<file path="config.mk">
export PLATFORM = sky130hd
export DESIGN_NAME = tga_rle_pixel_decoder
export DESIGN_NICKNAME = d
export VERILOG_FILES = /design/src/rtl/tgarle_pkg.sv /design/src/rtl/tgarle_ctrl.sv /design/src/rtl/tgarle_dp.sv /design/src/rtl/tga_rle_pixel_decoder.sv
export SDC_FILE = /design/constraint.sdc
export NUM_CORES = 1
export LEC_CHECK = 0
export ABC_AREA = 1
export BUFFER_PORTS_ARGS = -buffer_cell sky130_fd_sc_hd__clkbuf_2
export CORE_MARGIN = 3
export CORE_UTILIZATION = 57
export CTS_BUF_LIST = sky130_fd_sc_hd__clkbuf_8
export CTS_CLUSTER_SIZE = 25
export DETAILED_ROUTE_END_ITERATION = 12
export GPL_TIMING_DRIVEN = 0
export PLACE_DENSITY = 0.8
export SKIP_CTS_REPAIR_TIMING = 1
export SYNTH_ARGS = -nofsm -noshare
export SYNTH_HDL_FRONTEND = slang
export SYNTH_HIERARCHICAL = 1
export SYNTH_SLANG_ARGS = --single-unit
</file>
<file path="constraint.sdc">
create_clock -name clk -period 5 [get_ports clk]
set_input_delay 0 -clock clk [delete_from_list [all_inputs] [get_ports clk]]
set_output_delay 0 -clock clk [all_outputs]
set_load 0.005 [all_outputs]
</file>
<file path="src/rtl/tgarle_pkg.sv">
// Shared types and constants for the TGA run-length pixel decoder.
package tgarle_pkg;

  // Configuration register indexes.
  localparam logic CFG_PIXEL_MODE  = 1'b0;
  localparam logic CFG_PIXEL_TOTAL = 1'b1;

  // Packet header layout.
  localparam logic [7:0] HDR_COUNT_MASK = 8'h7F;
  localparam logic [7:0] HDR_RUN_MASK   = 8'h80;

  // Pixel mode codes.
  localparam logic MODE_MONO = 1'b0;
  localparam logic MODE_BGR  = 1'b1;

  // Last byte position within a three-byte pixel.
  localparam logic [1:0] BGR_LAST_BYTE = 2'd2;

  typedef enum logic {
    ST_ITEM,
    ST_RUN
  } ctrl_state_t;

  // Commands from the controller to the datapath.
  typedef struct packed {
    logic take_item;
    logic emit_run;
  } ctrl_cmd_t;

  // Status from the datapath to the controller.
  typedef struct packed {
    logic item_starts_run;
    logic run_ending;
    logic out_free;
  } dp_status_t;

endpackage

</file>
<file path="src/rtl/tgarle_ctrl.sv">
// Controller state machine: alternates between taking stream bytes and expanding runs.
module tgarle_ctrl
  import tgarle_pkg::*;
(
  input  logic       clk,
  input  logic       rst,
  input  logic       s_tvalid,
  output logic       s_tready,
  input  dp_status_t status,
  output ctrl_cmd_t  cmd
);

  ctrl_state_t state;
  ctrl_state_t state_next;

  always_ff @(posedge clk) begin
    if (rst) begin
      state <= ST_ITEM;
    end else begin
      state <= state_next;
    end
  end

  always_comb begin
    state_next    = state;
    s_tready      = 1'b0;
    cmd.take_item = 1'b0;
    cmd.emit_run  = 1'b0;
    case (state)
      ST_ITEM: begin
        s_tready      = status.out_free;
        cmd.take_item = s_tvalid && status.out_free;
        if (cmd.take_item && status.item_starts_run) begin
          state_next = ST_RUN;
        end
      end
      ST_RUN: begin
        cmd.emit_run = status.out_free;
        if (cmd.emit_run && status.run_ending) begin
          state_next = ST_ITEM;
        end
      end
      default: begin
        state_next = ST_ITEM;
      end
    endcase
  end

endmodule

</file>
<file path="src/rtl/tgarle_dp.sv">
// Datapath: configuration registers, packet decode state, run expansion and output register.
module tgarle_dp
  import tgarle_pkg::*;
#(
  parameter int PIXELS_PER_RESULT = 2
) (
  input  logic        clk,
  input  logic        rst,
  input  logic        cfg_valid,
  input  logic        cfg_index,
  input  logic [31:0] cfg_data,
  input  logic [7:0]  s_tdata,
  input  logic        s_tuser,
  output logic [55:0] m_tdata,
  output logic        m_tlast,
  output logic        m_tuser,
  output logic        m_tvalid,
  input  logic        m_tready,
  input  ctrl_cmd_t   cmd,
  output dp_status_t  status
);

  localparam bit PairOk = (PIXELS_PER_RESULT >= 2);

  // Configuration.
  logic        pixel_mode;
  logic [31:0] pixel_total;

  // Decode state.
  logic        expect_header, expect_header_next;
  logic        packet_is_run, packet_is_run_next;
  logic [7:0]  packet_pixels_left, packet_pixels_left_next;
  logic [1:0]  byte_in_pixel, byte_in_pixel_next;
  logic [15:0] partial_pixel, partial_pixel_next;
  logic [31:0] pixels_emitted, pixels_emitted_next;
  logic        image_done, image_done_next;

  // Run expansion.
  logic [7:0]  run_left, run_left_next;
  logic [23:0] run_pixel;
  logic        run_complete;

  // Output register.
  logic [23:0] out_first, out_second;
  logic [1:0]  out_count;
  logic        out_last, out_done;

  // State as seen by the current byte, after a possible image restart.
  logic        e_exp, e_run, e_done;
  logic [7:0]  e_left;
  logic [1:0]  e_bip;
  logic [15:0] e_partial;
  logic [31:0] e_emitted;

  logic        finished, is_header, is_partial;
  logic [23:0] pix;
  logic [31:0] remaining;
  logic [7:0]  n_clip;
  logic        clip_done;
  logic [7:0]  left_dec;
  logic        raw_done;
  logic        load_raw, load_run;
  logic [1:0]  take;

  always_ff @(posedge clk) begin
    if (rst) begin
      pixel_mode  <= MODE_BGR;
      pixel_total <= '0;
    end else if (cfg_valid) begin
      case (cfg_index)
        CFG_PIXEL_MODE:  pixel_mode  <= cfg_data[0];
        CFG_PIXEL_TOTAL: pixel_total <= cfg_data;
        default: ;
      endcase
    end
  end

  always_comb begin
    e_exp     = s_tuser ? 1'b1  : expect_header;
    e_run     = s_tuser ? 1'b0  : packet_is_run;
    e_done    = s_tuser ? 1'b0  : image_done;
    e_left    = s_tuser ? 8'd0  : packet_pixels_left;
    e_bip     = s_tuser ? 2'd0  : byte_in_pixel;
    e_partial = s_tuser ? 16'd0 : partial_pixel;
    e_emitted = s_tuser ? 32'd0 : pixels_emitted;

    finished   = e_done || (e_emitted >= pixel_total);
    is_header  = e_exp || (e_left == 8'd0);
    is_partial = (pixel_mode == MODE_BGR) && (e_bip < BGR_LAST_BYTE);

    if (pixel_mode == MODE_BGR) begin
      pix = {e_partial[7:0], e_partial[15:8], s_tdata};
    end else begin
      pix = {16'd0, s_tdata};
    end

    remaining = pixel_total - e_emitted;
    clip_done = ({24'd0, e_left} >= remaining);
    n_clip    = ({24'd0, e_left} > remaining) ? remaining[7:0] : e_left;
    left_dec  = e_left - 8'd1;
    raw_done  = (remaining == 32'd1);

    load_run = cmd.take_item && !finished && !is_header && !is_partial && e_run;
    load_raw = cmd.take_item && !finished && !is_header && !is_partial && !e_run;

    expect_header_next      = e_exp;
    packet_is_run_next      = e_run;
    packet_pixels_left_next = e_left;
    byte_in_pixel_next      = e_bip;
    partial_pixel_next      = e_partial;
    pixels_emitted_next     = e_emitted;
    image_done_next         = e_done;

    if (finished) begin
      image_done_next = 1'b1;
    end else if (is_header) begin
      packet_pixels_left_next = (s_tdata & HDR_COUNT_MASK) + 8'd1;
      packet_is_run_next      = (s_tdata & HDR_RUN_MASK) != 8'd0;
      expect_header_next      = 1'b0;
      byte_in_pixel_next      = 2'd0;
      partial_pixel_next      = 16'd0;
    end else if (is_partial) begin
      partial_pixel_next = e_partial | (e_bip[0] ? {s_tdata, 8'd0} : {8'd0, s_tdata});
      byte_in_pixel_next = e_bip + 2'd1;
    end else if (e_run) begin
      byte_in_pixel_next      = 2'd0;
      partial_pixel_next      = 16'd0;
      pixels_emitted_next     = e_emitted + {24'd0, n_clip};
      packet_pixels_left_next = 8'd0;
      expect_header_next      = 1'b1;
      image_done_next         = clip_done;
    end else begin
      byte_in_pixel_next      = 2'd0;
      partial_pixel_next      = 16'd0;
      pixels_emitted_next     = e_emitted + 32'd1;
      packet_pixels_left_next = left_dec;
      expect_header_next      = (left_dec == 8'd0);
      image_done_next         = raw_done;
    end

    // Run expansion: one or two copies per result.
    take          = (PairOk && (run_left >= 8'd2)) ? 2'd2 : 2'd1;
    run_left_next = run_left - {6'd0, take};

    status.item_starts_run = !finished && !is_header && !is_partial && e_run;
    status.run_ending      = (run_left_next == 8'd0);
    status.out_free        = !m_tvalid || m_tready;
  end

  always_ff @(posedge clk) begin
    if (rst) begin
      expect_header      <= 1'b1;
      packet_is_run      <= 1'b0;
      packet_pixels_left <= '0;
      byte_in_pixel      <= '0;
      partial_pixel      <= '0;
      pixels_emitted     <= '0;
      image_done         <= 1'b0;
    end else if (cmd.take_item) begin
      expect_header      <= expect_header_next;
      packet_is_run      <= packet_is_run_next;
      packet_pixels_left <= packet_pixels_left_next;
      byte_in_pixel      <= byte_in_pixel_next;
      partial_pixel      <= partial_pixel_next;
      pixels_emitted     <= pixels_emitted_next;
      image_done         <= image_done_next;
    end
  end

  always_ff @(posedge clk) begin
    if (rst) begin
      run_left <= '0;
    end else if (load_run) begin
      run_left <= n_clip;
    end else if (cmd.emit_run) begin
      run_left <= run_left_next;
    end
  end

  always_ff @(posedge clk) begin
    if (load_run) begin
      run_pixel    <= pix;
      run_complete <= clip_done;
    end
  end

  always_ff @(posedge clk) begin
    if (rst) begin
      m_tvalid <= 1'b0;
    end else if (load_raw || cmd.emit_run) begin
      m_tvalid <= 1'b1;
    end else if (m_tready) begin
      m_tvalid <= 1'b0;
    end
  end

  always_ff @(posedge clk) begin
    if (load_raw) begin
      out_first  <= pix;
      out_second <= 24'd0;
      out_count  <= 2'd1;
      out_last   <= (left_dec == 8'd0) || raw_done;
      out_done   <= raw_done;
    end else if (cmd.emit_run) begin
      out_first  <= run_pixel;
      out_second <= (take == 2'd2) ? run_pixel : 24'd0;
      out_count  <= take;
      out_last   <= (run_left_next == 8'd0);
      out_done   <= (run_left_next == 8'd0) && run_complete;
    end
  end

  assign m_tdata = {6'd0, out_count, out_second, out_first};
  assign m_tlast = out_last;
  assign m_tuser = out_done;

endmodule

</file>
<file path="src/rtl/tga_rle_pixel_decoder.sv">
// TGA run-length pixel decoder: top level joining the controller and the datapath.
// A raw pixel's result is presented in the cycle after its last byte is accepted; a run
// pixel's value is first held in the run registers and then copied to the output register.
// One stream byte is taken per cycle while results drain; a run (after clipping) holds the
// input while the run unit expands it, one result per cycle while the receiver takes them.
// Reset: synchronous, active high; clears decode state, the output valid and the config
// registers (pixel mode three-byte BGR, pixel total zero).
module tga_rle_pixel_decoder
  import tgarle_pkg::*;
#(
  parameter int PIXELS_PER_RESULT = 2
) (
  input  logic        clk,
  input  logic        rst,
  // Configuration write channel: index 0 is pixel_mode, index 1 is pixel_total.
  input  logic        cfg_valid,
  output logic        cfg_ready,
  input  logic        cfg_index,
  input  logic [31:0] cfg_data,
  // Input stream, one compressed byte per request.
  input  logic        s_tvalid,
  output logic        s_tready,
  input  logic [7:0]  s_tdata,   // [7:0] stream_byte
  input  logic        s_tuser,   // [0] first_of_image
  // Result stream.
  output logic        m_tvalid,
  input  logic        m_tready,
  output logic [55:0] m_tdata,   // [23:0] first_pixel, [47:24] second_pixel,
                                 // [49:48] pixels_valid, [55:50] zero
  output logic        m_tlast,   // last_of_packet
  output logic        m_tuser    // [0] image_complete
);

  ctrl_cmd_t  cmd;
  dp_status_t status;

  // Users write configuration only while the decoder is idle; not enforced, port always open.
  assign cfg_ready = 1'b1;

  // The controller decides when a byte is taken and when the run unit emits a result.
  tgarle_ctrl u_ctrl (
    .clk      (clk),
    .rst      (rst),
    .s_tvalid (s_tvalid),
    .s_tready (s_tready),
    .status   (status),
    .cmd      (cmd)
  );

  // The datapath decodes each accepted byte, holds the run being expanded and owns the
  // output register, so a byte is accepted while a result waits only if that result is taken.
  tgarle_dp #(
    .PIXELS_PER_RESULT (PIXELS_PER_RESULT)
  ) u_dp (
    .clk       (clk),
    .rst       (rst),
    .cfg_valid (cfg_valid),
    .cfg_index (cfg_index),
    .cfg_data  (cfg_data),
    .s_tdata   (s_tdata),
    .s_tuser   (s_tuser),
    .m_tdata   (m_tdata),
    .m_tlast   (m_tlast),
    .m_tuser   (m_tuser),
    .m_tvalid  (m_tvalid),
    .m_tready  (m_tready),
    .cmd       (cmd),
    .status    (status)
  );

endmodule

</file>
# [Word-level counts from Yosys, hierarchy flattened]
# Index checks and enable logic that the tools add are counted.
[totals] ff_bits=181 romBits=0 latchBits=0 out_inout_bits=61 ramBits=0 mem_count=0 word_cells=119 input_bits=47
[classes] eq_ne=2 div_mod_pow=0 bitwise_logic=3 n_mux=52 addsub=7 n_shift=0 reduce_logical=31 mul=0 n_lt_le_gt_ge=5
[ops] operator="$mux 32" count=5
[ops] operator="$mux 24" count=4
[ops] operator="$mux 16" count=5
[ops] operator="$mux 8" count=8
[ops] operator="$add 32x1->32 const B" count=1
[ops] operator="$add 32x8->32" count=1
[ops] operator="$eq 32x1->1 const B" count=1
[ops] operator="$ge 32x32->1" count=1
[ops] operator="$ge 8x32->1" count=1
[ops] operator="$gt 8x32->1" count=1
[ops] operator="$sub 32x32->32" count=1
[ops] operator="$logic_not 8->1" count=3
[ops] operator="$mux 1" count=24
[ops] operator="$or 16x16->16" count=1
[ops] operator="$logic_and 1x1->1" count=13
[ops] operator="$mux 2" count=5
[ops] operator="$add 7x1->8 const B" count=1
[ops] operator="$ge 8x2->1 const B" count=1
[ops] operator="$sub 8x1->8 const B" count=1
[ops] operator="$sub 8x2->8" count=1
[ops] operator="$reduce_bool 2->1" count=3
[ops] operator="$logic_not 1->1" count=5
[ops] operator="$logic_or 1x1->1" count=5
[ops] operator="$reduce_and 2->1" count=2
[ops] operator="5 further kinds" count=6

# [Logic depth before layout (Yosys ltp)]
[depth] ltp_word=10 depth_mapped=43 depth_no_buf=40

# [Cells and area by module]
# The synthesis kept the hierarchy.
[modules_own_cells] mod="tgarle_dp" instances=1 seq_area_each_um2=4113.9 cells_each=1868 area_per_inst_um2=12279.3
[modules_own_cells] mod="tgarle_ctrl" instances=1 seq_area_each_um2=20.0 cells_each=12 area_per_inst_um2=65.1
[modules_own_cells] mod="tga_rle_pixel_decoder" instances=1 seq_area_each_um2=0.0 cells_each=2 area_per_inst_um2=11.3

# [Worst setup path before layout]
# Ideal clock, no wire load.
[synth_path] path_type="input to register" from="input s_tuser" to="register u_dp.pixels_emitted[14]" t_arrival_ns=4.958 required_time_ns=4.872 slack_ns=-0.086 setup_time_ns=0.128 path_stages=34 n_path_buf=4 path_cell_list="clkinv_2 -> buf_4 -> clkbuf_1 -> clkbuf_1 -> nand2_1 -> ha_1 -> nand2_1 -> nor2_1 -> nand2_1 -> nand2_2 -> xor2_1 -> inv_1 -> ha_1 -> nand4_1 -> inv_1 -> nand2_1 -> o211ai_1 -> nand2_1 -> nor3_4 -> nand3_2 -> buf_6 -> nand2_1 -> o211ai_1 -> ha_1 -> fa_1 -> a31oi_1 -> inv_1 -> a21oi_1 -> inv_1 -> nand4_1 -> nor3_1 -> nand2_1 -> xor2_1 -> nor2_1"
[synth_via] elab_chain_cells=9 word_cells_on_any_way=21 cone_classes="add/sub (3); order compare (3); mux (11); reduce/logical (4)"
[synth_lines] element="start: declaration" line="tga_rle_pixel_decoder.sv:24" rtl="input logic s_tuser,"
[synth_lines] element="$mux 32" line="tgarle_dp.sv:85" rtl="e_emitted = s_tuser ? 32'd0 : pixels_emitted;"
[synth_lines] element="$sub 32x32->32" line="tgarle_dp.sv:97" rtl="remaining = pixel_total - e_emitted;"
[synth_lines] element="$gt 8x32->1" line="tgarle_dp.sv:99" rtl="n_clip = ({24'd0, e_left} > remaining) ? remaining[7:0] : e_left;"
[synth_lines] element="$mux 8" line="tgarle_dp.sv:99"
[synth_lines] element="$add 32x8->32" line="tgarle_dp.sv:128" rtl="pixels_emitted_next = e_emitted + {24'd0, n_clip};"
[synth_lines] element="$mux 32" line="tgarle_dp.sv:125" rtl="end else if (e_run) begin"
[synth_lines] element="$mux 32" line="tgarle_dp.sv:122" rtl="end else if (is_partial) begin"
[synth_lines] element="$mux 32" line="tgarle_dp.sv:116" rtl="end else if (is_header) begin"
[synth_lines] element="$mux 32 *" line="tgarle_dp.sv:114" rtl="if (finished) begin"
[synth_lines] element="end signal: assignment" line="tgarle_dp.sv:165" rtl="pixels_emitted <= pixels_emitted_next;"
[synth_lines] element="end: declaration" line="tgarle_dp.sv:35" rtl="logic [31:0] pixels_emitted, pixels_emitted_next;"
# Mark *: on every way between the ends. The rest lies on a longest branch, timed or not.
# A chain may end at the register's enable or synchronous reset.

# [Worst setup path in the final report]
[layout_path] from="input s_tuser" to="register u_dp.pixels_emitted[16]"
# The elaborated chain is that of the path after synthesis.

==> out/metrics.cfg <==
[finish]
nNetsFinal=2189
nFillCells=1787
utilization=0.706
multi_input_area_sq_mm=0.00726
antenna_cells=0
area_growth_pct=20.8
drive_gt1_frac=0.165
ff_latch_area_sq_mm=0.00414

[drt]
routed_wl_mm=40.2
vias=13100
wl_met3_mm=3.80
drc=0
drt-wirelength-per-cell_um=16.9
routed.top_layer=met4
drt_iter0_markers=1426
met1_length_mm=16.7
wl_met2_mm=18.4
ant_nets=0
drt-pass1-iter-count=6
viasPerCell=5.53

[setup_path]
crit_buf_inv=14
crit_fanout=10
critical-path-max-stage-delay_ns=0.45
end_kind=flip-flop
cp_top_family=buffers and inverters
crit_slowest_cell=fa_2
required_ns=5.35
cp-start-kind=input port
ff2ff_setup_slack_ns=0.12
crit_top_cell=inv_2
path_class=input port to flip-flop
crit_arrival_ns=5.24

[power_and_ir_drop]
p_leak_nw=7.41
peakVddDrop_v=0.000143
p_per_area_mw_per_mm2=247

[floorplanning]
core_area_sq_mm=0.0212
dieArea_sq_mm=0.0235
initial_core_util=0.584
die_w_um=153
io_pins=108
rows=53
die_h_um=153

[synthesis]
synth_xor_area_frac=0.0269
synth_top_area_frac=0.211
yosysTopAreaCell=dfxtp_1
synth-edff-count=51
synthTopCellsByCount=nand2_1, inv_1, nor2_1
synth_top_family_by_area=simple AND/OR/NAND/NOR gates
synth.area.mux_share=0
synth_fa_ha_area_frac=0.0616
syn_inst=1882
synth_area_per_cell_sq_um=6.57
syn_area_sq_mm=0.0124
ys.flop_type=dfxtp_1
synth_compound_area_frac=0.132
yosysSeqAreaShare=0.335
yosysMostFrequentCell=nand2_1
yosys_register_bits=181
ys_types=52
yosys_warnings=6
synth.area.top_cells=dfxtp_1, nand2_1, edfxtp_1
synthSimpleGateAreaFrac=0.320
synthArstFlopShare=0

[cts]
clk_latency_ns=0.49
path_clk_slew_ns=0.11
ctsRootBufferMaster=clkbuf_8
clockBufferDepth=2
cts_buffers=17
cts_tree=done
cts_sinks=181
htree_num_levels=4

[timing]
tightest_slew_ns=0.896
hold_slack_ns=0.0212
fin_skew_ns=0.0239
finalCriticalPeriod_ns=4.89
max_freq_ghz=0.204
drv_slew=0
grt_setup_unrepaired=yes
finalCritPeriodShare=0.978
finalHoldViolations=0
finalSetupViolCount=0
slew_headroom=0.397

[global_routing]
antenna_found_initial=0
grt_start_max_net_pins=35
grt-ovfl-total=0
grt_pass1_wl_mm=60.5
grt_pass1_vias=11700
grt_use_total=0.320

[placement]
dp_hpwl_mm=30.1
portBuffers=100
gp_congestion=0.981

[worst_hold_path]
min_path_type=input port to flip-flop

[status]
status=completed

[flow_run]
maxCapViolCount=0

==> power breakdown <==
| group | switching (mW) | internal (mW) |
|---|---|---|
| Clock | 0.665 | 0.386 |
| Combinational | 0.696 | 0.371 |
| Sequential | 0.0244 | 1.54 |
| Total | 1.39 | 2.30 |
==> path summary, 6_finish.rpt <==
check,cells after the start,endpoint,from
setup / recovery,38,u_dp/pixels_emitted[16],s_tuser
hold / removal,6,u_dp/m_tvalid,m_tready
setup reg to reg,35,u_dp/pixels_emitted[16],u_dp/pixels_emitted[2]
hold reg to reg,2,u_dp/pixels_emitted[28],u_dp/pixels_emitted[28]
==> cells by family after synthesis <==
family,after synthesis
AO/OA/AOI/OAI,270
XOR/XNOR,38
adder cells (fa/ha/maj),59
buffers and inverters,388
flip-flops,181
other,2
AND/OR/NAND/NOR,944
==> worst reg2reg max path: cells and delay by family, from the launching register on <==
family	cells	cell delay (ns)
xor gates and xnor gates	2	0.34
AOI/OAI and AO/OA	4	0.59
buffers and inverters	10	0.85
and+or+nand+nor	15	1.42
DFF	1	0.33
adders and majority gates	4	1.25
==> layout make-up <==
cell class	count	area share
buffer	65	0.0237
clock buffer	17	0.0157
clock inverter	15	0.0118
inverter	323	0.0817
multi-input combinational	1318	0.486
sequential	181	0.277
tap	275	0.0230
timing repair buffer	177	0.0805
==> per-stage QoR <==
stage | std cells | area, sq um | worst slack (ns) | power [mW] | setup TNS (ns)
after floorplan | 1887 | 12400 | 0.0159 | 2.26 | 0
final | 2371 | 14900 | 0.108 | 3.69 | 0
after detailed placement | 2262 | 13200 | -1.76 | 2.50 | -43.59
after CTS | 2294 | 13600 | -1.24 | 3.54 | -27.76
after global routing | 2371 | 14900 | -0.232 | 3.88 | -3.02
after global placement | 2262 | 13200 | -1.75 | 2.49 | -42.34
==> layout by cell type (no fill, tap or decap), drive strengths merged, types with 6 or more instances in the layout <==
| cell | instances |
|---|---|
| ha | 56 |
| clkinv | 11 |
| dlygate4sd3 | 45 |
| nor4 | 12 |
| nor2 | 243 |
| xor2 | 32 |
| dfxtp | 130 |
| conb | 7 |
| nor3 | 26 |
| a21oi | 74 |
| nand3 | 96 |
| nand4 | 33 |
| clkbuf | 152 |
| xnor2 | 6 |
| o211ai | 45 |
| buf | 62 |
| inv | 327 |
| o21ai | 107 |
| a22oi | 25 |
| nand2 | 528 |
| edfxtp | 51 |
==> flip-flops by register name, indices dropped and copies added, names as in the netlist <==
register	count
u_dp/pixel_total	32
u_dp/pixels_emitted	32
u_dp/out_first	24
u_dp/out_second	24
u_dp/run_pixel	24
u_dp/partial_pixel	16
u_dp/packet_pixels_left	8
u_dp/run_left	8
u_dp/byte_in_pixel	2
u_dp/out_count	2
u_ctrl/state	1
u_dp/expect_header	1
u_dp/image_done	1
u_dp/m_tlast	1
u_dp/m_tuser	1
u_dp/m_tvalid	1
u_dp/packet_is_run	1
u_dp/pixel_mode	1
u_dp/run_complete	1
==> per-layer routing <==
metal | GRT usage | up-vias
li1 | - | 6401
met1 | 0.442 | 5958
met2 | 0.514 | 668
met3 | 0.0549 | 93
met4 | 0.103 | 0
met5 | 0 | -
No activity file was read; power rests on OpenSTA's default activity.
